==> config.mk <==
export PLATFORM = sky130hd
export DESIGN_NAME = bis_coord
export DESIGN_NICKNAME = d
export VERILOG_FILES = /design/src/rtl/core/bis_pkg.sv /design/src/rtl/core/bis_coord.sv
export SDC_FILE = /design/constraint.sdc
export NUM_CORES = 1
export LEC_CHECK = 0
export BUFFER_PORTS_ARGS = -buffer_cell sky130_fd_sc_hd__buf_2
export CORE_MARGIN = 4
export CORE_UTILIZATION = 45
export CTS_CLUSTER_DIAMETER = 120
export DETAILED_ROUTE_END_ITERATION = 6
export SLEW_MARGIN = 20
export SYNTH_ARGS = -nofsm -noshare
export SYNTH_HDL_FRONTEND = slang
export SYNTH_SLANG_ARGS = --single-unit
==> constraint.sdc <==
create_clock -name clk_i -period 2.9 [get_ports clk_i]
set_clock_uncertainty 0.2 [all_clocks]
set_input_delay 0.435 -clock clk_i [delete_from_list [all_inputs] [get_ports clk_i]]
set_output_delay 0.435 -clock clk_i [all_outputs]
set_load 0.01 [all_outputs]
==> src/rtl/core/bis_pkg.sv <==
// Package for the bilinear image scaler: sizes, codes, shared types and the
// frame address function. No dependencies.
package bis_pkg;

  localparam int MAX_WIDTH  = 256;
  localparam int MAX_HEIGHT = 256;

  localparam int XW         = (MAX_WIDTH  > 1) ? $clog2(MAX_WIDTH)  : 1;
  localparam int YW         = (MAX_HEIGHT > 1) ? $clog2(MAX_HEIGHT) : 1;
  localparam int STORE_DEPTH = MAX_WIDTH * MAX_HEIGHT;
  localparam int AW         = $clog2(STORE_DEPTH);

  localparam int COORD_W = 16;
  localparam int DIM_W   = 9;
  localparam int SCALE_W = 16;
  localparam int CHAN_W  = 8;
  localparam int PIX_W   = 3 * CHAN_W;
  localparam int PROD_W  = COORD_W + SCALE_W;
  localparam int FRAC_W  = 8;
  localparam int WT_W    = 2 * FRAC_W + 1;   // 1-D weights are 0..256, product 0..65536
  localparam int ACC_W   = CHAN_W + WT_W;    // sum of p * w plus rounding bias
  localparam int CFG_IDX_W  = 2;
  localparam int CFG_DATA_W = 16;

  typedef enum logic {
    OP_LOAD    = 1'b0,
    OP_REQUEST = 1'b1
  } opcode_e;

  typedef enum logic [CFG_IDX_W-1:0] {
    REG_SOURCE_WIDTH  = 2'd0,
    REG_SOURCE_HEIGHT = 2'd1,
    REG_INVERSE_SCALE = 2'd2
  } cfg_reg_e;

  // Clamped neighbour indices and fractional weights of one request
  typedef struct packed {
    logic [XW-1:0]     x0;
    logic [XW-1:0]     x1;
    logic [YW-1:0]     y0;
    logic [YW-1:0]     y1;
    logic [FRAC_W-1:0] fx;
    logic [FRAC_W-1:0] fy;
  } coord_t;

  typedef struct packed {
    logic start;  // register the scaled coordinates
    logic step;   // register the clamped indices
  } coord_ctl_t;

  typedef struct packed {
    logic clr;    // zero the channel accumulators
    logic acc;    // add pixel times weight
  } blend_ctl_t;

  function automatic logic [AW-1:0] pix_addr(input logic [XW-1:0] x, input logic [YW-1:0] y);
    logic [AW-1:0] row_base;
    row_base = AW'(y) * AW'(MAX_WIDTH);
    return row_base + AW'(x);
  endfunction

endpackage

==> src/rtl/core/bis_coord.sv <==
// Coordinate mapper: scales the output coordinate by the inverse scale, then
// clamps the neighbour indices to the frame. Two register stages. Uses bis_pkg.
module bis_coord (
  input  logic                         clk_i,
  input  logic                         rst_ni,
  input  bis_pkg::coord_ctl_t          ctl_i,
  input  logic [bis_pkg::COORD_W-1:0]  coord_x_i,
  input  logic [bis_pkg::COORD_W-1:0]  coord_y_i,
  input  logic [bis_pkg::SCALE_W-1:0]  inv_scale_i,
  input  logic [bis_pkg::DIM_W-1:0]    width_i,
  input  logic [bis_pkg::DIM_W-1:0]    height_i,
  output bis_pkg::coord_t              coord_o
);
  import bis_pkg::*;

  logic [PROD_W-1:0] gx_q, gy_q;
  coord_t            coord_q, coord_d;

  logic [31:0] w_eff, h_eff, last_x, last_y;
  logic [PROD_W-FRAC_W-1:0] x0, y0;

  always_comb begin
    // zero acts as one, anything above the store size as the store size
    w_eff = 32'(width_i);
    if (width_i == '0) w_eff = 32'd1;
    else if (32'(width_i) > 32'(MAX_WIDTH)) w_eff = 32'(MAX_WIDTH);
    h_eff = 32'(height_i);
    if (height_i == '0) h_eff = 32'd1;
    else if (32'(height_i) > 32'(MAX_HEIGHT)) h_eff = 32'(MAX_HEIGHT);
    last_x = w_eff - 32'd1;
    last_y = h_eff - 32'd1;

    x0 = gx_q[PROD_W-1:FRAC_W];
    y0 = gy_q[PROD_W-1:FRAC_W];

    coord_d.fx = gx_q[FRAC_W-1:0];
    coord_d.fy = gy_q[FRAC_W-1:0];
    if (32'(x0) >= last_x) begin
      coord_d.x0 = last_x[XW-1:0];
      coord_d.x1 = last_x[XW-1:0];
    end else begin
      coord_d.x0 = x0[XW-1:0];
      coord_d.x1 = x0[XW-1:0] + XW'(1);
    end
    if (32'(y0) >= last_y) begin
      coord_d.y0 = last_y[YW-1:0];
      coord_d.y1 = last_y[YW-1:0];
    end else begin
      coord_d.y0 = y0[YW-1:0];
      coord_d.y1 = y0[YW-1:0] + YW'(1);
    end
  end

  always_ff @(posedge clk_i or negedge rst_ni) begin
    if (!rst_ni) begin
      gx_q    <= '0;
      gy_q    <= '0;
      coord_q <= '0;
    end else begin
      if (ctl_i.start) begin
        gx_q <= PROD_W'(coord_x_i) * PROD_W'(inv_scale_i);
        gy_q <= PROD_W'(coord_y_i) * PROD_W'(inv_scale_i);
      end
      if (ctl_i.step) begin
        coord_q <= coord_d;
      end
    end
  end

  assign coord_o = coord_q;

endmodule

* Yosys cells after proc, flatten, opt, wreduce, memory -nomap -nowiden
Index checks and enable logic that the tools add are counted.
** Word-level totals
- Register bits :: 112
** Operators by class
- Add/sub/neg operators :: 4
- $mul :: 2
- Magnitude comparators :: 4
- Multiplexer cells :: 6
- Reduce and logical (&&, ||, !) cells :: 2
** Operators with widths (number)
- $ge A24 B32 Y1 :: 2
- $mul A16 B16 Y32 :: 2
- $sub A32 B1 Y32 const B :: 2
- $mux W16 :: 2
- $mux W32 :: 1
- $mux W9 :: 3
- $gt A9 B9 Y1 const B :: 2
- $logic_not A9 Y1 :: 2
- $add A8 B1 Y8 const B :: 2

* Depth between registers and ports, before layout
Gate-level depths: netlist of run 1.
- Depth after elaboration :: 6
- Depth in mapped cells :: 23
- Depth with buffers taken out :: 22

* Least setup slack after synthesis of run 1
No wires, ideal clock.
- Path type :: input port to flip-flop
- From :: in coord_x_i[7] in the netlist's numbering
- To :: reg gx_q[31]
- Library setup time :: 82 ps
- Arrival :: 5932 ps
- Required time :: 2618 ps
- Slack :: -3313 ps
- Cell stages on the path :: 22
- Path buffers :: 1
- Cell sequence :: clkbuf_1 nand2_1 fa_1 inv_1 fa_1 inv_1 fa_1 inv_1 fa_1 fa_1 inv_1 fa_1 inv_1 ha_1 a21o_1 a21o_1 a221oi_4 a21oi_2 o2111ai_2 a211oi_1 or3_1 a31oi_1
** On the way
- Word-level cells in the longest chain between the ends :: 1
** RTL lines
- start, declared :: RTL line bis_coord.sv:7 : input logic [bis_pkg::COORD_W-1:0] coord_x_i,
- $mul A16 B16 Y32 :: RTL line bis_coord.sv:61 : gx_q <= PROD_W'(coord_x_i) * PROD_W'(inv_scale_i);
- end signal, assigned :: RTL line bis_coord.sv:61
- end, declared :: RTL line bis_coord.sv:16 : logic [PROD_W-1:0] gx_q, gy_q;
No other way between the ends.
A chain may end at the register's enable or synchronous reset.

* Worst setup path in the final report of run 1
- From :: in inv_scale_i[5] in the netlist's numbering
- To :: reg gx_q[31]
** On the way
- Word-level cells in the longest chain between the ends :: 1
** RTL lines
- start, declared :: RTL line bis_coord.sv:9 : input logic [bis_pkg::SCALE_W-1:0] inv_scale_i,
- $mul A16 B16 Y32 :: RTL line bis_coord.sv:61
No other way between the ends.

==> results.md, run 1 <==
- Status: finished with violations
- Failing checks: setup timing
- Setup ws final: -2.93 ns
- CP Class: input pin to flip-flop
- Slowest stage cell, crit path: fa_1
- IO Port Bufs: 117
- Period utilization: 201%
- First-pass GRT wire length: 109 mm
- Worst R2R Path Depth: 11
- CP peak stage delay: 0.60 ns
- Number of instances in the placed design: 3583
- Starting DRT DRC Count: 1040
- Layout cells sized above 1: 35.5%
- Crit path launch type: input pin
- Initial antenna violation count: 2
- DR pass1 iterations: 5
- Total gr overflow: 0
- Worst path depth: 22
- DP HPWL: 53.5 mm
- Hold/Removal Path Class: input pin to flip-flop
- CP most frequent cell: fa_1
- Fin cells: 3694
- Area contributors post-synth: fa_1 34%, ha_1 14%, dfrtp_1 12%, inv_1 7.4%, and2_1 6.3%
- Slew Viols, Final: 0
- Cell family with most CP delay: adder cells
- CP arrival: 5.93 ns
- Fin area: ~0.031 sq mm
- Ys Warns: 0
- Sequential area share after synthesis: between 10% and 20%
- Post-route DRC: 0
- Yosys cell types: 77
- Area Overhead vs Synth: 36.5%
- Core area: between 0.05 and 0.06 sq mm
- Pre-CTS setup slack: -3.48 ns
- GRT Resource Usage Total: 25.0%
- Routed WL: 67.8 mm
- Cells after Synth: 2513
- Synth Cell Area: roughly 0.023 sq mm
- Chip Width: around 230 um
- Count leader, synth: inv_1
- Total negative setup slack: -160.91 ns
- Max-cap violations: 0
- Die area: 0.0548 sq mm
- Height of the die: between 200 and 250 um
- CTS tree: done
- Max frequency: 172 MHz
- DR vias/cell: 5.22
- Biggest area consumer among synthesized cells: fa_1
- Register bit total from synthesis: between 100 and 150
- Hold path depth: 3
- Clock-pin transition on the worst setup and hold timing paths: approximately 0.08 ns
- Req. time, crit path: 3.01 ns
- Relative slew margins: 40.6%
- Worst setup EP type: flip-flop
- Final Hold Viols: 0
- Root Driver: clkbuf_16
- Worst-Margin Slew: 0.890 ns
- Cts bufs inserted: 9
- Worst path cell trace: buf_12 > and2_4 > fa_1 > inv_1 > fa_1 > fa_1 > inv_1 > fa_1 > fa_1 > inv_2 > fa_1 > inv_2 > ha_4 > a21o_1 > a21o_1 > a221oi_4 > a21oi_2 > o2111ai_2 > buf_4 > a211oi_4 > or3_1 > a31oi_1
- Layout Nets: 3736
- Top-area cell type share of the netlist area: 33.8%
- Initial Utilization: 45.7%
- CP max FO: 6
- Vias post-DR: 19300
- Top cells by count, synth: 456 x inv_1, 388 x fa_1, 345 x nand2_1
- Site row count: 82
- Post-Syn Area per Cell: around 9.2 sq um
- Routed length per instance: about 18 um
- ANT nets after route: 0
- CTS max path bufs: 2
- Final setup viols: 88
- I/O pins: 118
- Tmin final: between 5 and 6 ns
- RSZ-0062 raised after global routing: yes
- CTS Sinks: roughly 110
- Placed inst area: between 0.02 and 0.03 sq mm
- FFs w/ async S/R, synth: 100%
- Buffers & Inverters on Critical Path: 6
- H-tree depth: 3
- GP Congestion: between 0.8 and 0.9
- Number of flops mapped to enable cells by yosys: 0
- Largest net degree at the start of global routing: 50
- Latest clock arrival within the worst-skew pair: ~0.38 ns
- Vias in the first global route: around 21000
- Most used DFF post-synth: dfrtp_1
-- sequential cells by signal, summed over array words and instances, names as in the netlist --
register and flops:
gx_q 32, gy_q 32, coord_o 48
-- what timing repair did --
| action | CTS | global route |
|---|---|---|
| hold buffers | 1 | 0 |
| buffers inserted | 57 | 43 |
| endpoints found under the hold margin | 47 | 0 |
| cloned | 9 | 1 |
| resized for setup | 322 | 229 |
| setup endpoints to repair | 88 | 90 |
| pin swaps | 154 | 188 |
-- layer usage --
layer,up-vias,global-route usage [%],share of wire [%]
li1,8917,-,-
met1,9809,31.0,40
met2,417,45.7,53
met3,127,3.53,4.2
met4,0,6.70,2.9
met5,-,0,0
-- kinds of logic (layout without fill, tap and decap cells) --
group           count (synthesis)  count (layout)  synth area share (%)
simple gates                  783             783                  16.8
other cells                     1              17                0.0163
compound gates                286             286                  8.78
fa+ha+maj                     650             650                  48.0
buf+inv                       565            1058                  9.23
mux                            58              58                  2.78
xor+xnor                       58              58                  2.21
flops                         112             112                  12.2
-- through the flow --
step	util (%)	hold slack, ns
6_report	62.3	0.240
5_1_grt	62.3	0.267
4_1_cts	59.8	0.246
3_5_place_dp	55.4	0.271
3_3_place_gp	55.4	0.269
2_1_floorplan	-	-0.0606
-- cells in the final DEF (no fill, tap or decap), types with 27 or more instances in the layout --
| cell | instances |
|---|---|
| inv_1 | 399 |
| buf_4 | 370 |
| fa_1 | 366 |
| nand2_1 | 323 |
| ha_1 | 195 |
| and2_1 | 182 |
| dfrtp_1 | 112 |
| buf_6 | 94 |
| buf_2 | 75 |
| ha_4 | 59 |
| inv_2 | 57 |
| and2_4 | 49 |
| nor2_1 | 48 |
| a21o_1 | 47 |
| mux2_2 | 29 |
| a21oi_1 | 27 |
-- cell type report --
| cell class | instances | area [sq um] |
|---|---|---|
| tap | 672 | 841 |
| clock inverter | 7 | 86.3 |
| fill | 4099 | 19000 |
| timing repair buffer | 583 | 5070 |
| multi-input combinational | 1851 | 20600 |
| inverter | 459 | 1730 |
| clock buffer | 9 | 225 |
| sequential | 112 | 2800 |
| antenna | 1 | 2.50 |
-- worst paths after layout --
check,from,end,slack [ns]
min,ctl_i[1],gy_q[0]$_DFFE_PN0P_,0.24
max reg2reg,gx_q[8]$_DFFE_PN0P_,coord_o[37]$_DFFE_PN0P_,-0.05
max,inv_scale_i[5],gx_q[31]$_DFFE_PN0P_,-2.93
max in group asynchronous,rst_ni,gy_q[31]$_DFFE_PN0P_,1.39
min in group asynchronous,rst_ni,coord_o[45]$_DFFE_PN0P_,0.43
min reg2reg,gy_q[6]$_DFFE_PN0P_,gy_q[6]$_DFFE_PN0P_,0.29
-- worst reg2reg max path, delay by kind of cell, from the launching register on --
family | cells | cell delay (ns)
AO/OA/AOI/OAI | 4 | 0.91
adder cells (fa/ha/maj) | 1 | 0.30
buffers and inverters | 2 | 0.33
flip-flops | 1 | 0.45
multiplexers | 2 | 0.45
AND/OR/NAND/NOR | 2 | 0.26
Power of run 1 is not shown: default switching activity piles up to over one toggle a cycle in this logic, so the estimate is an artifact.
==> inputs of run 2 (changes only) <==
--- a/config.mk
+++ b/config.mk
@@ -7,9 +7,10 @@
 export LEC_CHECK = 0
 export BUFFER_PORTS_ARGS = -buffer_cell sky130_fd_sc_hd__buf_2
 export CORE_MARGIN = 4
-export CORE_UTILIZATION = 45
+export CORE_UTILIZATION = 55
 export CTS_CLUSTER_DIAMETER = 120
 export DETAILED_ROUTE_END_ITERATION = 6
+export PLACE_DENSITY = 0.73
 export SLEW_MARGIN = 20
 export SYNTH_ARGS = -nofsm -noshare
 export SYNTH_HDL_FRONTEND = slang
==> constraint.sdc (replaced) <==
create_clock -name clk_i -period 7.4 [get_ports clk_i]
set_clock_uncertainty 0.2 [all_clocks]
set_input_delay 1.11 -clock clk_i [delete_from_list [all_inputs] [get_ports clk_i]]
set_output_delay 1.11 -clock clk_i [all_outputs]
set_load 0.01 [all_outputs]
==> results.md, run 2 (synthesized netlist as in run 1, its figures left out) <==
- DP HPWL: 45.2 mm (-15%)
- Status: finished, final reports clean
- Max-cap violations: 0 (unchanged)
- Latest clock arrival within the worst-skew pair: 0.36 ns (-0.02 ns)
- Antenna cells: 0 (-1)
- Peak-usage layer in the global routing report: met2
- Vias in the first global route: 18400 (-13%)
- GR Layer Usage met3: 3.60% (+0.065 points)
- Core area: 0.0411 sq mm (-18%)
- Max reg flops: 48 (unchanged)
- Area Overhead vs Synth: 6.44%
- Post-route DRC: 0 (unchanged)
- GP Congestion: 0.910 (+1.6%)
- Total negative setup slack: 0 ns (+160.91 ns)
- Number of fill cells: 3620 (-12%)
- Slew Viols, Final: 0 (unchanged)
- First-pass GRT wire length: 93.4 mm (-14%)
- Most frequent cells in the layout: 456 x inv_1, 388 x fa_1, 345 x nand2_1
- RSZ-0062 raised after global routing: no
- Routed length per instance: 17.7 um (-3.6%)
- Tmin final: 6.91 ns
- CP max FO: 19 (+13)
- GR Layer Usage met1: 37.7% (+6.7 points)
- Worst flop-to-flop path endpoint: coord_o[45]$_DFFE_PN0P_
- Worst-Margin Slew: 1.07 ns (+0.182 ns)
- CP startpoint: inv_scale_i[10]
- Relative slew margins: 28.5% (-12 points)
- Layout Nets: 3306 (-12%)
- Post-CTS resize count: 0 (-100%)
- Largest net degree at the start of global routing: 82 (+64%)
- CTS max path bufs: 2 (unchanged)
- CP Class: input pin to flip-flop
- Period utilization: 93.3%
- Setup crit end: gy_q[28]$_DFFE_PN0P_
- IO Port Bufs: 117 (unchanged)
- Height of the die: 213 um (-9.2%)
- Final setup viols: 0 (-100%)
- Chip Width: 213 um (-9.2%)
- Hold/Removal Path Class: flip-flop to flip-flop
- CP arrival: 6.96 ns (+1.03 ns)
- Routed WL: 55.3 mm (-18%)
- Starting DRT DRC Count: 1261 (+21%)
- Worst setup EP type: flip-flop
- FF-to-FF setup slack: 4.25 ns (+4.30 ns)
- Worst r2r src: gx_q[25]$_DFFE_PN0P_
- I/O pins: 118 (unchanged)
- H-tree depth: 3 (unchanged)
- Initial Utilization: 56.0% (+10 points)
- DR vias/cell: 5.60 (+7.4%)
- Hold_buf cts: 0 (-1)
- GRT Resource Usage Total: 25.4% (+0.35 points)
- Root Driver: clkbuf_16
- Clock-pin transition on the worst setup and hold timing paths: 0.08 ns (about the same)
- GR Util met2: 40.3% (-5.4 points)
- Postcts setup bufs: 0 (-100%)
- FF+latch area: 0.00280 sq mm (unchanged)
- Max frequency: 145 MHz
- Area of the multi-input gates: 0.0181 sq mm (-12%)
- Req. time, crit path: 7.45 ns (+4.44 ns)
- Crit path launch type: input pin
- Cts bufs inserted: 9 (unchanged)
- Total gr overflow: 0 (unchanged)
- Die area: 0.0452 sq mm (-18%)
- CTS tree: done
- Worst R2R Path Depth: 9 (-2)
- Initial antenna violation count: 0 (-2)
- CTS Sinks: 112 (unchanged)
- Vias post-DR: 17500 (-9.2%)
- Site row count: 74 (-9.8%)
- DR pass1 iterations: 5 (unchanged)
- Layout cells sized above 1: 9.49% (-26 points)
- ANT nets after route: 0 (unchanged)
- Final Hold Viols: 0 (unchanged)
- Most common cell after layout, fill and taps aside: inv_1
[run 2: cell type report]
type	count	area share, %
clock buffer	10	0.935
clock inverter	6	0.235
inverter	459	7.04
multi-input combinational	1851	74.1
sequential	112	11.4
tap	532	2.72
timing repair buffer	153	3.57
[run 2: worst min-delay path by stage]
stage                                endpoint  slack (ns)           startpoint  depth (start not counted)
after floorplan           gy_q[6]$_DFFE_PN0P_        0.25  gy_q[6]$_DFFE_PN0P_                          1
after global placement    gx_q[6]$_DFFE_PN0P_        0.27  gx_q[6]$_DFFE_PN0P_                          1
after detailed placement  gx_q[6]$_DFFE_PN0P_        0.27  gx_q[6]$_DFFE_PN0P_                          1
after CTS                 gx_q[6]$_DFFE_PN0P_        0.29  gx_q[6]$_DFFE_PN0P_                          1
after global routing      gx_q[6]$_DFFE_PN0P_        0.30  gx_q[6]$_DFFE_PN0P_                          1
final                     gx_q[6]$_DFFE_PN0P_        0.29  gx_q[6]$_DFFE_PN0P_                          1
[run 2: metal layers]
| metal | share of wire (%) | vias to the layer above |
|---|---|---|
| li1 | - | 8054 |
| met1 | 47 | 8754 |
| met2 | 45 | 616 |
| met3 | 6.5 | 75 |
| met4 | 1.6 | 0 |
| met5 | 0 | - |
[run 2: critical path, cell delays in order]
cell,delay (ns)
buf_2,0.42
buf_4,0.28
nand2_1,0.09
fa_1,0.54
inv_1,0.05
fa_1,0.54
fa_1,0.43
fa_1,0.48
fa_1,0.52
fa_1,0.43
ha_1,0.36
a21oi_1,0.18
o21ai_0,0.17
o21ai_0,0.24
a21oi_2,0.09
o31ai_1,0.42
o21ai_2,0.17
mux2i_1,0.16
a211o_1,0.27
[run 2: through the flow]
stage               hold WS (ns)  cells  instance area, sq um  utilization [%]  setup slack (ns)
floorplan                  0.248   2528                 23100                -             0.512
global placement           0.273   3107                 24200             58.9             0.272
detailed placement         0.269   3107                 24200             58.9             0.179
CTS                        0.290   3123                 24500             59.6             0.562
global route               0.296   3123                 24500             59.6             0.225
finish                     0.286   3123                 24500             59.6             0.493
Power of run 2 is left out for the same reason.
