**src/rtl/core/bis_pkg.sv**
```systemverilog
// Package for the bilinear image scaler: sizes, codes, shared types and the
// frame address function. No dependencies.
package bis_pkg;

  localparam int MAX_WIDTH  = 256;
  localparam int MAX_HEIGHT = 256;

  localparam int XW         = (MAX_WIDTH  > 1) ? $clog2(MAX_WIDTH)  : 1;
  localparam int YW         = (MAX_HEIGHT > 1) ? $clog2(MAX_HEIGHT) : 1;
  localparam int STORE_DEPTH = MAX_WIDTH * MAX_HEIGHT;
  localparam int AW         = $clog2(STORE_DEPTH);

  localparam int COORD_W = 16;
  localparam int DIM_W   = 9;
  localparam int SCALE_W = 16;
  localparam int CHAN_W  = 8;
  localparam int PIX_W   = 3 * CHAN_W;
  localparam int PROD_W  = COORD_W + SCALE_W;
  localparam int FRAC_W  = 8;
  localparam int WT_W    = 2 * FRAC_W + 1;   // 1-D weights are 0..256, product 0..65536
  localparam int ACC_W   = CHAN_W + WT_W;    // sum of p * w plus rounding bias
  localparam int CFG_IDX_W  = 2;
  localparam int CFG_DATA_W = 16;

  typedef enum logic {
    OP_LOAD    = 1'b0,
    OP_REQUEST = 1'b1
  } opcode_e;

  typedef enum logic [CFG_IDX_W-1:0] {
    REG_SOURCE_WIDTH  = 2'd0,
    REG_SOURCE_HEIGHT = 2'd1,
    REG_INVERSE_SCALE = 2'd2
  } cfg_reg_e;

  // Clamped neighbour indices and fractional weights of one request
  typedef struct packed {
    logic [XW-1:0]     x0;
    logic [XW-1:0]     x1;
    logic [YW-1:0]     y0;
    logic [YW-1:0]     y1;
    logic [FRAC_W-1:0] fx;
    logic [FRAC_W-1:0] fy;
  } coord_t;

  typedef struct packed {
    logic start;  // register the scaled coordinates
    logic step;   // register the clamped indices
  } coord_ctl_t;

  typedef struct packed {
    logic clr;    // zero the channel accumulators
    logic acc;    // add pixel times weight
  } blend_ctl_t;

  function automatic logic [AW-1:0] pix_addr(input logic [XW-1:0] x, input logic [YW-1:0] y);
    logic [AW-1:0] row_base;
    row_base = AW'(y) * AW'(MAX_WIDTH);
    return row_base + AW'(x);
  endfunction

endpackage

```
**src/rtl/core/bis_blend.sv**
```systemverilog
// Blend unit: three channel lanes that accumulate pixel times 2-D weight over
// the four neighbours, then round half up and saturate. Uses bis_pkg.
module bis_blend (
  input  logic                        clk_i,
  input  logic                        rst_ni,
  input  bis_pkg::blend_ctl_t         ctl_i,
  input  logic [bis_pkg::PIX_W-1:0]   pixel_i,
  input  logic [bis_pkg::WT_W-1:0]    weight_i,
  output logic [bis_pkg::PIX_W-1:0]   rgb_o
);
  import bis_pkg::*;

  logic [ACC_W-1:0] acc_q [3];
  logic [ACC_W-1:0] acc_d [3];

  always_comb begin
    logic [ACC_W-1:0] rounded;
    logic [ACC_W-FRAC_W*2-1:0] r;
    for (int k = 0; k < 3; k++) begin
      acc_d[k] = acc_q[k];
      if (ctl_i.clr) begin
        acc_d[k] = '0;
      end else if (ctl_i.acc) begin
        acc_d[k] = acc_q[k] + ACC_W'(pixel_i[CHAN_W*k +: CHAN_W]) * ACC_W'(weight_i);
      end
    end
    rgb_o = '0;
    for (int k = 0; k < 3; k++) begin
      rounded = acc_q[k] + ACC_W'(32'd1 << (2 * FRAC_W - 1));
      r       = rounded[ACC_W-1:2*FRAC_W];
      rgb_o[CHAN_W*k +: CHAN_W] = (r > (ACC_W-FRAC_W*2)'(255)) ? 8'hFF : r[CHAN_W-1:0];
    end
  end

  always_ff @(posedge clk_i or negedge rst_ni) begin
    if (!rst_ni) begin
      for (int k = 0; k < 3; k++) acc_q[k] <= '0;
    end else begin
      for (int k = 0; k < 3; k++) acc_q[k] <= acc_d[k];
    end
  end

endmodule

```
**config.mk**
```make
export PLATFORM = sky130hd
export DESIGN_NAME = bis_blend
export DESIGN_NICKNAME = d
export VERILOG_FILES = /design/src/rtl/core/bis_pkg.sv /design/src/rtl/core/bis_blend.sv
export SDC_FILE = /design/constraint.sdc
export NUM_CORES = 1
export LEC_CHECK = 0
export BUFFER_PORTS_ARGS = -buffer_cell sky130_fd_sc_hd__buf_2
export CAP_MARGIN = 0
export CORE_MARGIN = 4
export CORE_UTILIZATION = 30
export CTS_CLUSTER_SIZE = 30
export DETAILED_ROUTE_END_ITERATION = 7
export PLACE_DENSITY = 0.56
export SLEW_MARGIN = 10
export SYNTH_ARGS = -nofsm -noshare
export SYNTH_HDL_FRONTEND = slang
export SYNTH_SLANG_ARGS = --single-unit
```
**constraint.sdc**
```tcl
create_clock -name clk_i -period 4.7 [get_ports clk_i]
set_clock_uncertainty 0.2 [all_clocks]
set_input_delay 0.47 -clock clk_i [delete_from_list [all_inputs] [get_ports clk_i]]
set_output_delay 0.47 -clock clk_i [all_outputs]
set_load 0.01 [all_outputs]
```
**Word level (Yosys, flattened, before mapping)**

Cells that the tools add are included.

- Register bits: 75
- Input port bits: 45

- $add $sub $neg: 6
- Multiply operators: 3
- Order comparisons: 3
- Muxes and demuxes: 9
- Reductions and logical operators: 1

Operator list:

| cell | count |
|---|---|
| 25-bit two-way mux | 6 |
| 25-bit by 16-bit adder with 25-bit output, second input constant | 3 |
| 25-bit adder | 3 |
| 8-bit by 17-bit multiplier with 25-bit output | 3 |
| 9-bit by 8-bit > comparator with 1-bit output, second input constant | 3 |
| 8-bit two-way mux | 3 |
| 2-bit nonzero test | 1 |

**Longest topological paths before layout**

Gate-level depths: netlist of run 1.

- Word-level depth: 4
- Depth in mapped cells: 19
- Gate-level depth less buffers: 17

**Least setup slack after synthesis of run 1**

OpenSTA, ideal clock, no wires.

- Path kind: input-to-reg
- Start point: in pixel_i[0] (netlist bit)
- End point: reg acc_q[73] (netlist bit)
- Library setup time: 0.122 ns
- Arrival: 4.881 ns
- Data required time: 4.378 ns
- Setup slack: -0.503 ns
- Cell stages on the path: 19
- Cell sequence: clkbuf_1 > clkbuf_1 > nand2_1 > fa_1 > inv_1 > fa_1 > fa_1 > inv_1 > fa_1 > inv_1 > ha_1 > clkbuf_1 > a21o_1 > a21oi_1 > o21bai_1 > a211oi_1 > o21ai_0 > or3_1 > a32o_1

- Longest elaborated chain between the ends: 4

RTL lines:

| element | RTL line | RTL |
|---|---|---|
| start, declared | bis_blend.sv:7 | `input logic [bis_pkg::PIX_W-1:0] pixel_i,` |
| 8-bit by 17-bit multiplier with 25-bit output | bis_blend.sv:24 | `acc_d[k] = acc_q[k] + ACC_W'(pixel_i[CHAN_W*k +: CHAN_W]) * ACC_W'(weight_i);` |
| 25-bit adder | bis_blend.sv:24 |  |
| 25-bit two-way mux | bis_blend.sv:23 | `end else if (ctl_i.acc) begin` |
| 25-bit two-way mux | bis_blend.sv:21 | `if (ctl_i.clr) begin` |
| end, declared | bis_blend.sv:13 | `logic [ACC_W-1:0] acc_q [3];` |

Every way passes these cells. The select of a mux whose other input is x is not followed.
A chain may end at the register's enable or synchronous reset.

**Final worst setup path of run 1**

- Start point: in pixel_i[10] (netlist bit)
- End point: reg acc_q[47] (netlist bit)

Same word-level chain as after synthesis.

==> impl_metrics.json, run 1 <==
{
  "layout_top_registers": "acc_q: 75 flops",
  "htree_num_levels": 3,
  "cts.clk_slew.worst_paths_ps": 80,
  "sum_of_net_half_perimeters_after_detailed_placement_microns": 41100,
  "yosysTopAreaCellShare": 0.365,
  "fill_cells": 6255,
  "synth_seq_area_share": 0.101,
  "ys_dominant_reg_cell": "dfrtp_1",
  "detail-route-antenna-nets": 0,
  "placedInstanceArea_sq_um": 21800,
  "worst_path_class_setup": "in2reg",
  "total_of_buffers_placed_on_input_and_output_ports": 68,
  "run_status": "finished clean",
  "worst_slew_margin_rel": 0.395,
  "timing.hold.worst.class": "reg2reg",
  "peakVddDrop_uv": 499,
  "place.gp.congestion": 0.859,
  "syn_area_per_cell_sq_um": 8.53,
  "master_cell_of_the_clock_root_buffer": "clkbuf_16",
  "antenna_found_initial": 3,
  "antenna_cells": 0,
  "die_height_microns": 257,
  "postSynthRegisterBits": 75,
  "p_leak_nw": 11.8,
  "final-max-slew-violation-count": 0,
  "area_growth_pct": 23.1,
  "p_per_area_nw_per_um2": 826,
  "clock_insertion_delay_worst_skew_ps": 400,
  "grt_use_total": 0.158,
  "worst_setup_path_start_kind": "primary input",
  "timing.critical_path.fanout_max": 9,
  "worstSetupEndpointType": "register",
  "fmaxAchievable_mhz": 215,
  "yosys.area.top_type": "fa_1",
  "seqCellArea_sq_um": 1880,
  "grt_pass1_vias": 16670,
  "numCtsBuffers": 9,
  "core_area_sq_um": 61500,
  "routed_wire_length_per_instance_microns": 15.8,
  "post-route-worst-setup-slack_ps": 54.2,
  "synthMostInstantiatedCell": "inv_1",
  "least_margin_pin_slew_ps": 906,
  "async_set_or_reset_register_ratio_after_synthesis": 1.00,
  "drive_gt1_frac": 0.189,
  "synth_top_cells_by_area": "fa_1 (36%), inv_1 (10%), dfrtp_1 (10%)",
  "std_cell_rows": 91,
  "die_width_microns": 257,
  "dp_cells": 3190,
  "dr_total_vias": 15194,
  "area_taken_by_multi_input_logic_gates_sq_um": 14900,
  "synthDistinctLibCells": 60,
  "drt_first_pass_iters": 6,
  "rsz0062_at_grt": "yes",
  "global_route_wire_length_before_repair_microns": 85300,
  "clock_tree.buffer_depth": 2,
  "finish.cell_count_without_fillers": 3227,
  "drt-vias-per-instance": 4.71,
  "final_design_area_no_fill_sq_um": 22900,
  "detail_route.wirelength_microns": 51100,
  "finalHoldViolations": 0,
  "synth_edf_count": 0,
  "syn-instance-count": 2181,
  "regMostFlops": "acc_q",
  "clkSinkCount": 75,
  "cts_tree": "yes",
  "p_total_w": 0.0189,
  "yosys-top-cells-count": "inv_1 (520), fa_1 (339), and2_1 (277)",
  "grt.overflow.total": 0,
  "initial_cell_density_of_the_core": 0.302,
  "largest_register_ff_count": 75,
  "design.die.area_sq_um": 66000,
  "timing.final.crit_period_ps": 4650,
  "drv_cap": 0,
  "post-route-period-util": 0.988,
  "pin_count_of_the_biggest_net_entering_global_routing": 40,
  "timing.critical_path.arrival_ps": 4730,
  "ys.warnings.count": 0,
  "synthesis.nets": 2700,
  "detail_route.drc_violations": 0,
  "critical_path_required_ps": 4790,
  "initial_drc_count": 856,
  "finalSetupViolations": 0,
  "fin_nets": 2951,
  "post-place-ws_ps": -483,
  "top_level_ports": 69,
  "synth_area_sq_um": 18600,
  "worst_hold_slack_ps": 290
}
layout make-up:
type,instances,share of cell area
Clock buffer,10,0.0104
Clock inverter,6,0.00202
Inverter,520,0.0853
Multi-Input combinational cell,1487,0.652
Sequential cell,75,0.0820
Tap cell,790,0.0432
Timing Repair Buffer,339,0.125
path summary, 6_finish.rpt:
check / startpoint / end / slack (ps) / cells past startpoint
max in group asynchronous: rst_ni / acc_q[0] / 2840 / 3
worst min-delay path: acc_q[14] / acc_q[14] / 290 / 2
worst min register to register: acc_q[14] / acc_q[14] / 290 / 2
min in group asynchronous: rst_ni / acc_q[26] / 410 / 2
worst max register to register: acc_q[34] / acc_q[47] / 80 / 17
worst max-delay path: pixel_i[10] / acc_q[47] / 50 / 18
layer usage:
metal | share of wire | up-vias | GRT usage | wire [microns]
met5 | 0 | - | 0 | 0
met4 | 0.018 | 0 | 0.0403 | 913
met3 | 0.045 | 46 | 0.0196 | 2290
met2 | 0.48 | 304 | 0.269 | 24700
met1 | 0.45 | 7786 | 0.213 | 23100
li1 | - | 7058 | - | -
cells in the final DEF, fill, tap and decap left out, types with 5 or more instances in the layout:
cell,count
xnor2_1,56
buf_4,251
a31oi_1,8
nand4_1,19
inv_1,505
ha_1,113
clkbuf_4,5
o21a_1,7
o21ai_2,6
buf_12,15
a21oi_2,17
nor3_1,5
nand2b_1,7
o211ai_1,7
xor2_1,21
mux2i_1,33
buf_6,19
fa_1,336
and2_1,269
a21oi_1,47
or3_1,6
o21ai_0,39
nor2b_1,5
a211oi_1,6
and2_4,8
nand3_1,23
a21o_1,26
inv_2,15
dfrtp_1,75
buf_8,5
ha_4,19
nand2_1,229
and3_1,9
o21ai_1,11
buf_2,37
clkbuf_16,15
nor2_1,71
power breakdown:
part / switching, W / internal [W] / total, W
clock: 0.000373 / 0.000377 / 0.000750
combinational: 0.00868 / 0.00843 / 0.0171
sequential: 0.000173 / 0.000872 / 0.00105
total: 0.00923 / 0.00968 / 0.0189
cell families (layout without fill, tap and decap cells):
kind of cell             count (synthesis)  count (layout)  synth area share
buffers and inverters                  619             875             0.125
adder cells (fa/ha/maj)                474             474             0.456
AND/OR/NAND/NOR                        678             678             0.186
XOR/XNOR                                77              77            0.0363
AO/OA/AOI/OAI                          224             224            0.0766
multiplexers                            34              34            0.0186
flip-flops                              75              75             0.101
through the flow:
| stage | TNS, ps | util |
|---|---|---|
| 2_1_floorplan | -130 | - |
| 3_3_place_gp | -11190 | 0.355 |
| 3_5_place_dp | -12870 | 0.355 |
| 4_1_cts | 0 | 0.360 |
| 5_1_grt | -201 | 0.372 |
| 6_report | 0 | 0.372 |
repair_timing:
item	4_1_cts	5_1_grt
pin swaps	1	58
hold endpoints to repair	36	0
hold buffers	1	0
setup endpoints to repair	5	32
buffers inserted	1	14
cloned	0	6
resized for setup	5	160
worst max-delay path, stage by stage:
cell and delay [ps]:
clkbuf_4 160, buf_12 150, and2_1 150, fa_1 500, fa_1 500, fa_1 500, inv_1 50, fa_1 490
inv_2 50, ha_4 230, a211oi_2 210, o21bai_2 120, buf_4 160, o211ai_1 210, buf_4 160, a211oi_2 60
or3_1 310, a32o_1 250
Power figures use the tool's default switching activity.
==> inputs of run 2 (changes only) <==
PLACE_DENSITY = 0.55   (was 0.56)
==> run 2 against run 1 <==
  * Register-to-register slack barely moved
  * Sequential share of layout area barely moved
  * First-iteration DRC count fell by 8.6%
  * Core utilization rose by 0.12 points
  * Critical endpoint is now acc_q[49]
  * Critical path type unchanged
  * Via count fell by 0.71%
==> impl_metrics.json, run 2 (same netlist as run 1, synthesis figures left out) <==
{
  "critical_path_required_ps": 4800,
  "pin_count_of_the_biggest_net_entering_global_routing": 50,
  "worst_slew_margin_rel": 0.275,
  "numCtsBuffers": 9,
  "initial_cell_density_of_the_core": 0.302,
  "drive_gt1_frac": 0.188,
  "grt_pass1_vias": 16203,
  "master_cell_of_the_clock_root_buffer": "clkbuf_16",
  "top_delay_family_on_crit_path": "adder cells",
  "std_cell_rows": 91,
  "worstSetupEndpointType": "register",
  "timing.final.crit_period_ps": 4670,
  "dr_total_vias": 15086,
  "largest_register_ff_count": 75,
  "initial_drc_count": 782,
  "detail_route.drc_violations": 0,
  "area_taken_by_multi_input_logic_gates_sq_um": 15100,
  "grt.overflow.total": 0,
  "worst_hold_slack_ps": 288,
  "fmaxAchievable_mhz": 214,
  "fin_nets": 2936,
  "worst_path_class_setup": "in2reg",
  "run_status": "finished clean",
  "finalSetupViolations": 0,
  "timing.critical_path.buf_inv": 5,
  "mostFrequentLayoutCells": "inv_1 (508), fa_1 (333), and2_1 (265), buf_4 (232), nand2_1 (230)",
  "drv_cap": 0,
  "layout_top_registers": "acc_q: 75 flops",
  "most_common_cell_after_layout_fill_and_taps_aside": "inv_1",
  "finalHoldViolations": 0,
  "drt_first_pass_iters": 7,
  "htree_num_levels": 3,
  "dp_cells": 3180,
  "sum_of_net_half_perimeters_after_detailed_placement_microns": 40900,
  "drt-vias-per-instance": 4.70,
  "top_level_ports": 69,
  "clock_insertion_delay_worst_skew_ps": 390,
  "total_of_buffers_placed_on_input_and_output_ports": 68,
  "core_area_sq_um": 61500,
  "critical_path.cell_chain": "buf_2 -> buf_12 -> buf_12 -> and2_1 -> fa_1 -> fa_1 -> fa_1 -> inv_1 -> fa_1 -> inv_1 -> ha_4 -> a21oi_2 -> o21ai_2 -> a41o_2 -> o31ai_4 -> or4b_4 -> mux2_4 -> o2111ai_1",
  "routed_wire_length_per_instance_microns": 15.7,
  "timing.hold.worst.class": "reg2reg",
  "clkSinkCount": 75,
  "cpPeakStageDelay_ps": 530,
  "finish.cell_count_without_fillers": 3212,
  "rsz0062_at_grt": "yes",
  "final-max-slew-violation-count": 0,
  "post-route-period-util": 0.993,
  "place.gp.congestion": 0.853,
  "cts.clk_slew.worst_paths_ps": 80,
  "cts_tree": "yes",
  "timing.critical_path.fanout_max": 12,
  "die_height_microns": 257,
  "design.die.area_sq_um": 66000,
  "crit_path_frequent_cell": "fa_1",
  "worst_setup_path_start_kind": "primary input",
  "antenna_found_initial": 2,
  "least_margin_pin_slew_ps": 1080,
  "detail_route.wirelength_microns": 50400,
  "critical_path.slowest_cell": "fa_1",
  "area_growth_pct": 23.5,
  "die_width_microns": 257,
  "fill_cells": 6266,
  "timing.critical_path.arrival_ps": 4760,
  "regMostFlops": "acc_q",
  "grt_use_total": 0.156,
  "global_route_wire_length_before_repair_microns": 83400,
  "finish.utilization": 0.373,
  "detail-route-antenna-nets": 0,
  "antenna_cells": 0,
  "clock_tree.buffer_depth": 2,
  "seqCellArea_sq_um": 1880
}
-- run 2: cell types whose count changed in the layout (fill, tap and decap cells not counted), moves of 5 or more --
cell       delta
buf_4        -19
buf_12        +8
ha_4          +6
a21oi_2       -5
clkbuf_16     -5
-- run 2: per-stage QoR --
stage               setup TNS (ps)  setup slack (ps)  cell area (sq um)
floorplan                     -130             -70.9              19100
global placement            -11590              -442              21900
detailed placement          -14010              -518              21900
CTS                              0              4.73              22300
global route                  -130             -45.4              23000
finish                           0              33.0              23000
-- run 2: cell type report --
| class | instances | share of cell area |
|---|---|---|
| sequential | 75 | 0.0817 |
| clock inverter | 7 | 0.00327 |
| tap | 790 | 0.0431 |
| timing repair buffer | 324 | 0.121 |
| clock buffer | 9 | 0.00981 |
| inverter | 520 | 0.0850 |
| multi-input combinational | 1487 | 0.656 |
-- run 2: worst paths after layout --
kind | endpoint | from | slack [ps] | cells after the start
worst max-delay path | acc_q[49] | weight_i[11] | 30 | 18
worst min-delay path | acc_q[13] | acc_q[13] | 290 | 2
worst max register to register | acc_q[49] | acc_q[40] | 80 | 16
worst min register to register | acc_q[13] | acc_q[13] | 290 | 2
max in group asynchronous | acc_q[71] | rst_ni | 2870 | 3
min in group asynchronous | acc_q[26] | rst_ni | 490 | 2
-- run 2: layer usage --
metal,global-route usage,up-vias,part of all wire
met5,0,-,0.00067
met4,0.0439,4,0.019
met3,0.0216,47,0.037
met2,0.264,264,0.49
met1,0.210,7751,0.46
li1,-,7020,-
-- run 2: repair_timing --
item | in CTS | in global routing
setup buffers | 2 | 14
pin swaps | 16 | 87
resized for setup | 28 | 163
hold buffers | 1 | 0
endpoints found under the setup margin | 13 | 31
hold endpoints to repair | 48 | 0
cloned | 0 | 1
-- run 2: worst reg2reg max path, stage by stage (launching register included) --
cell and delay (ps):
dfrtp_1 400, inv_1 80, fa_1 530, inv_1 50, fa_1 480, fa_1 550, inv_1 50, fa_1 470
inv_1 60, ha_4 290, nand2_1 60, o21ai_2 130, a41o_2 150, o31ai_4 90, or4b_4 530, mux2_4 320
o2111ai_1 80
Power of run 2 is left out: the tool's default activity adds up to more than one toggle a clock period on the data nets, which glitch-free logic cannot reach.
==> inputs of run 3 (changes only) <==
BUFFER_PORTS_ARGS = unset   (was -buffer_cell sky130_fd_sc_hd__buf_2)
DONT_BUFFER_PORTS = 1   (was unset)
PLACE_DENSITY = 0.54   (was 0.55)
RECOVER_POWER = 100   (was unset)
==> run 3 against run 2 <==
  * Final area shrank 10%
  * Worst setup slack gained 25 ps
  * The run now ends with max-capacitance violations, max-slew violations left
  * Global-route usage about the same
  * Register-to-register slack worse by 20 ps
  * Highest routed layer is now met4
  * Cell count shrank 7.4%
==> impl_metrics.json, run 3 (same netlist as run 1, synthesis figures left out) <==
{
  "drv_cap": 1,
  "drt-vias-per-instance": 4.78,
  "crit_path_frequent_cell": "fa_1",
  "worst_slew_margin_rel": -0.463,
  "detail-route-antenna-nets": 0,
  "master_cell_of_the_clock_root_buffer": "clkbuf_16",
  "pin_count_of_the_biggest_net_entering_global_routing": 76,
  "drt_first_pass_iters": 5,
  "dr_total_vias": 14215,
  "timing.critical_path.arrival_ps": 4730,
  "finalSetupViolations": 0,
  "die_width_microns": 257,
  "globalRouteMet1Util": 0.199,
  "global_route_wire_length_before_repair_microns": 83200,
  "clock_tree.buffer_depth": 2,
  "fin_nets": 2697,
  "largest_register_ff_count": 75,
  "failed_checks": "max-capacitance violations, max-slew violations",
  "sum_of_net_half_perimeters_after_detailed_placement_microns": 38100,
  "top_level_ports": 69,
  "cpPeakStageDelay_ps": 540,
  "numCtsBuffers": 9,
  "grt_use_total": 0.156,
  "most_common_cell_after_layout_fill_and_taps_aside": "inv_1",
  "least_margin_pin_slew_ps": 2190,
  "clkSinkCount": 75,
  "cts.clk_slew.worst_paths_ps": 80,
  "rr_startpoint": "acc_q[31]",
  "area_growth_pct": 11.1,
  "worst_path_class_setup": "reg2reg",
  "run_status": "finished with violations",
  "initial_drc_count": 729,
  "std_cell_rows": 91,
  "htree_num_levels": 3,
  "final-max-slew-violation-count": 76,
  "detail_route.drc_violations": 0,
  "final_design_area_no_fill_sq_um": 20700,
  "clock_insertion_delay_worst_skew_ps": 400,
  "destination_of_the_worst_register_to_register_timing_path": "acc_q[47]",
  "worstSetupEndpointType": "register",
  "total_of_buffers_placed_on_input_and_output_ports": 0,
  "layout_top_registers": "acc_q: 75 flops",
  "post-route-worst-setup-slack_ps": 57.9,
  "critical_path.cell_chain": "inv_2 -> fa_1 -> inv_2 -> fa_1 -> inv_1 -> fa_1 -> fa_1 -> inv_2 -> ha_4 -> a21o_1 -> a21oi_2 -> a21oi_4 -> o211ai_1 -> a211oi_2 -> or3_1 -> a32o_1",
  "holdPathStages": 1,
  "mostFrequentLayoutCells": "inv_1 (510), fa_1 (338), and2_1 (269), nand2_1 (231), ha_1 (116)",
  "place.gp.congestion": 0.834,
  "critical_path.slowest_cell": "fa_1",
  "fmaxAchievable_mhz": 215,
  "post-route-period-util": 0.988,
  "post-place-ws_ps": -52.8,
  "regMostFlops": "acc_q",
  "grt_pass1_vias": 15853,
  "antenna_found_initial": 1,
  "timing.setup.tns_ps": 0,
  "rsz0062_at_grt": "yes",
  "met2_usage": 0.269,
  "initial_cell_density_of_the_core": 0.302,
  "cts_tree": "yes",
  "finalHoldViolations": 0,
  "timing.final.crit_period_ps": 4640,
  "timing.hold.worst.class": "in2reg",
  "detail_route.wirelength_microns": 49300,
  "critical_path_required_ps": 4790,
  "worst_setup_path_start_kind": "register",
  "die_height_microns": 257,
  "crit_start": "acc_q[31]",
  "rrSetupSlack_ps": 60,
  "routed_wire_length_per_instance_microns": 16.6,
  "crit_path_end": "acc_q[47]",
  "gr-max-usage-layer": "met2",
  "worst_min_delay_path_startpoint": "ctl_i[1]",
  "drive_gt1_frac": 0.0847,
  "timing.critical_path.fanout_max": 4,
  "r2r.worst_path.cells": 16,
  "core_area_sq_um": 61500,
  "placedInstanceArea_sq_um": 19900,
  "design.die.area_sq_um": 66000,
  "gr-usage-met3": 0.0269,
  "grt.overflow.total": 0
}
==> run 3: changes by cell type in the layout (fill, tap and decap cells not counted), sizes merged <==
cell / delta
buf: -250
clkbuf: +10
clkinvlp: -2
inv: +2
diode: +1
dlygate4sd3: +1
==> run 3: through the flow <==
step	hold WS (ps)	instances	utilization
CTS	28.2	2954	0.330
global placement	-20.8	2934	0.324
global route	53.8	2973	0.336
finish	55.7	2974	0.336
floorplan	-25.6	2181	-
detailed placement	-19.8	2934	0.324
==> run 3: timing repair <==
item / 4_1_cts / 5_1_grt
pin swaps: 1 / 66
hold buffers: 4 / 0
setup endpoints to repair: 1 / 26
resized for setup: 0 / 78
cloned: 0 / 0
endpoints found under the hold margin: 112 / 0
buffers inserted: 0 / 19
==> run 3: worst max-delay path, delay by kind of cell, from the launching register on <==
| kind | cells | cell delay, ps |
|---|---|---|
| flip-flops | 1 | 370 |
| adder cells (fa/ha/maj) | 5 | 2210 |
| AND/OR/NAND/NOR | 1 | 360 |
| buffers and inverters | 4 | 200 |
| AO/OA/AOI/OAI | 6 | 1200 |
==> run 3: cell type report <==
class	count	area [sq um]
flip-flops and latches	75	1880
multi-input cells	1487	14900
diodes	1	2.50
fillers	6402	40800
clock buffers	9	225
well taps	790	988
inverters	520	1950
repair buffers	85	637
clock inverters	7	80.1
==> run 3: worst min-delay path by stage <==
stage,endpoint,slack [ps]
after floorplan,acc_q[0],-30
after CTS,acc_q[1],30
final,acc_q[18],60
after global routing,acc_q[41],50
after global placement,acc_q[27],-20
after detailed placement,acc_q[27],-20
==> run 3: routing by layer <==
layer / vias to the layer above / share of wire
met5: - / 0
met4: 0 / 0.023
met3: 52 / 0.051
met2: 317 / 0.49
met1: 7313 / 0.44
li1: 6533 / -
Power of run 3 is left out for the same reason.
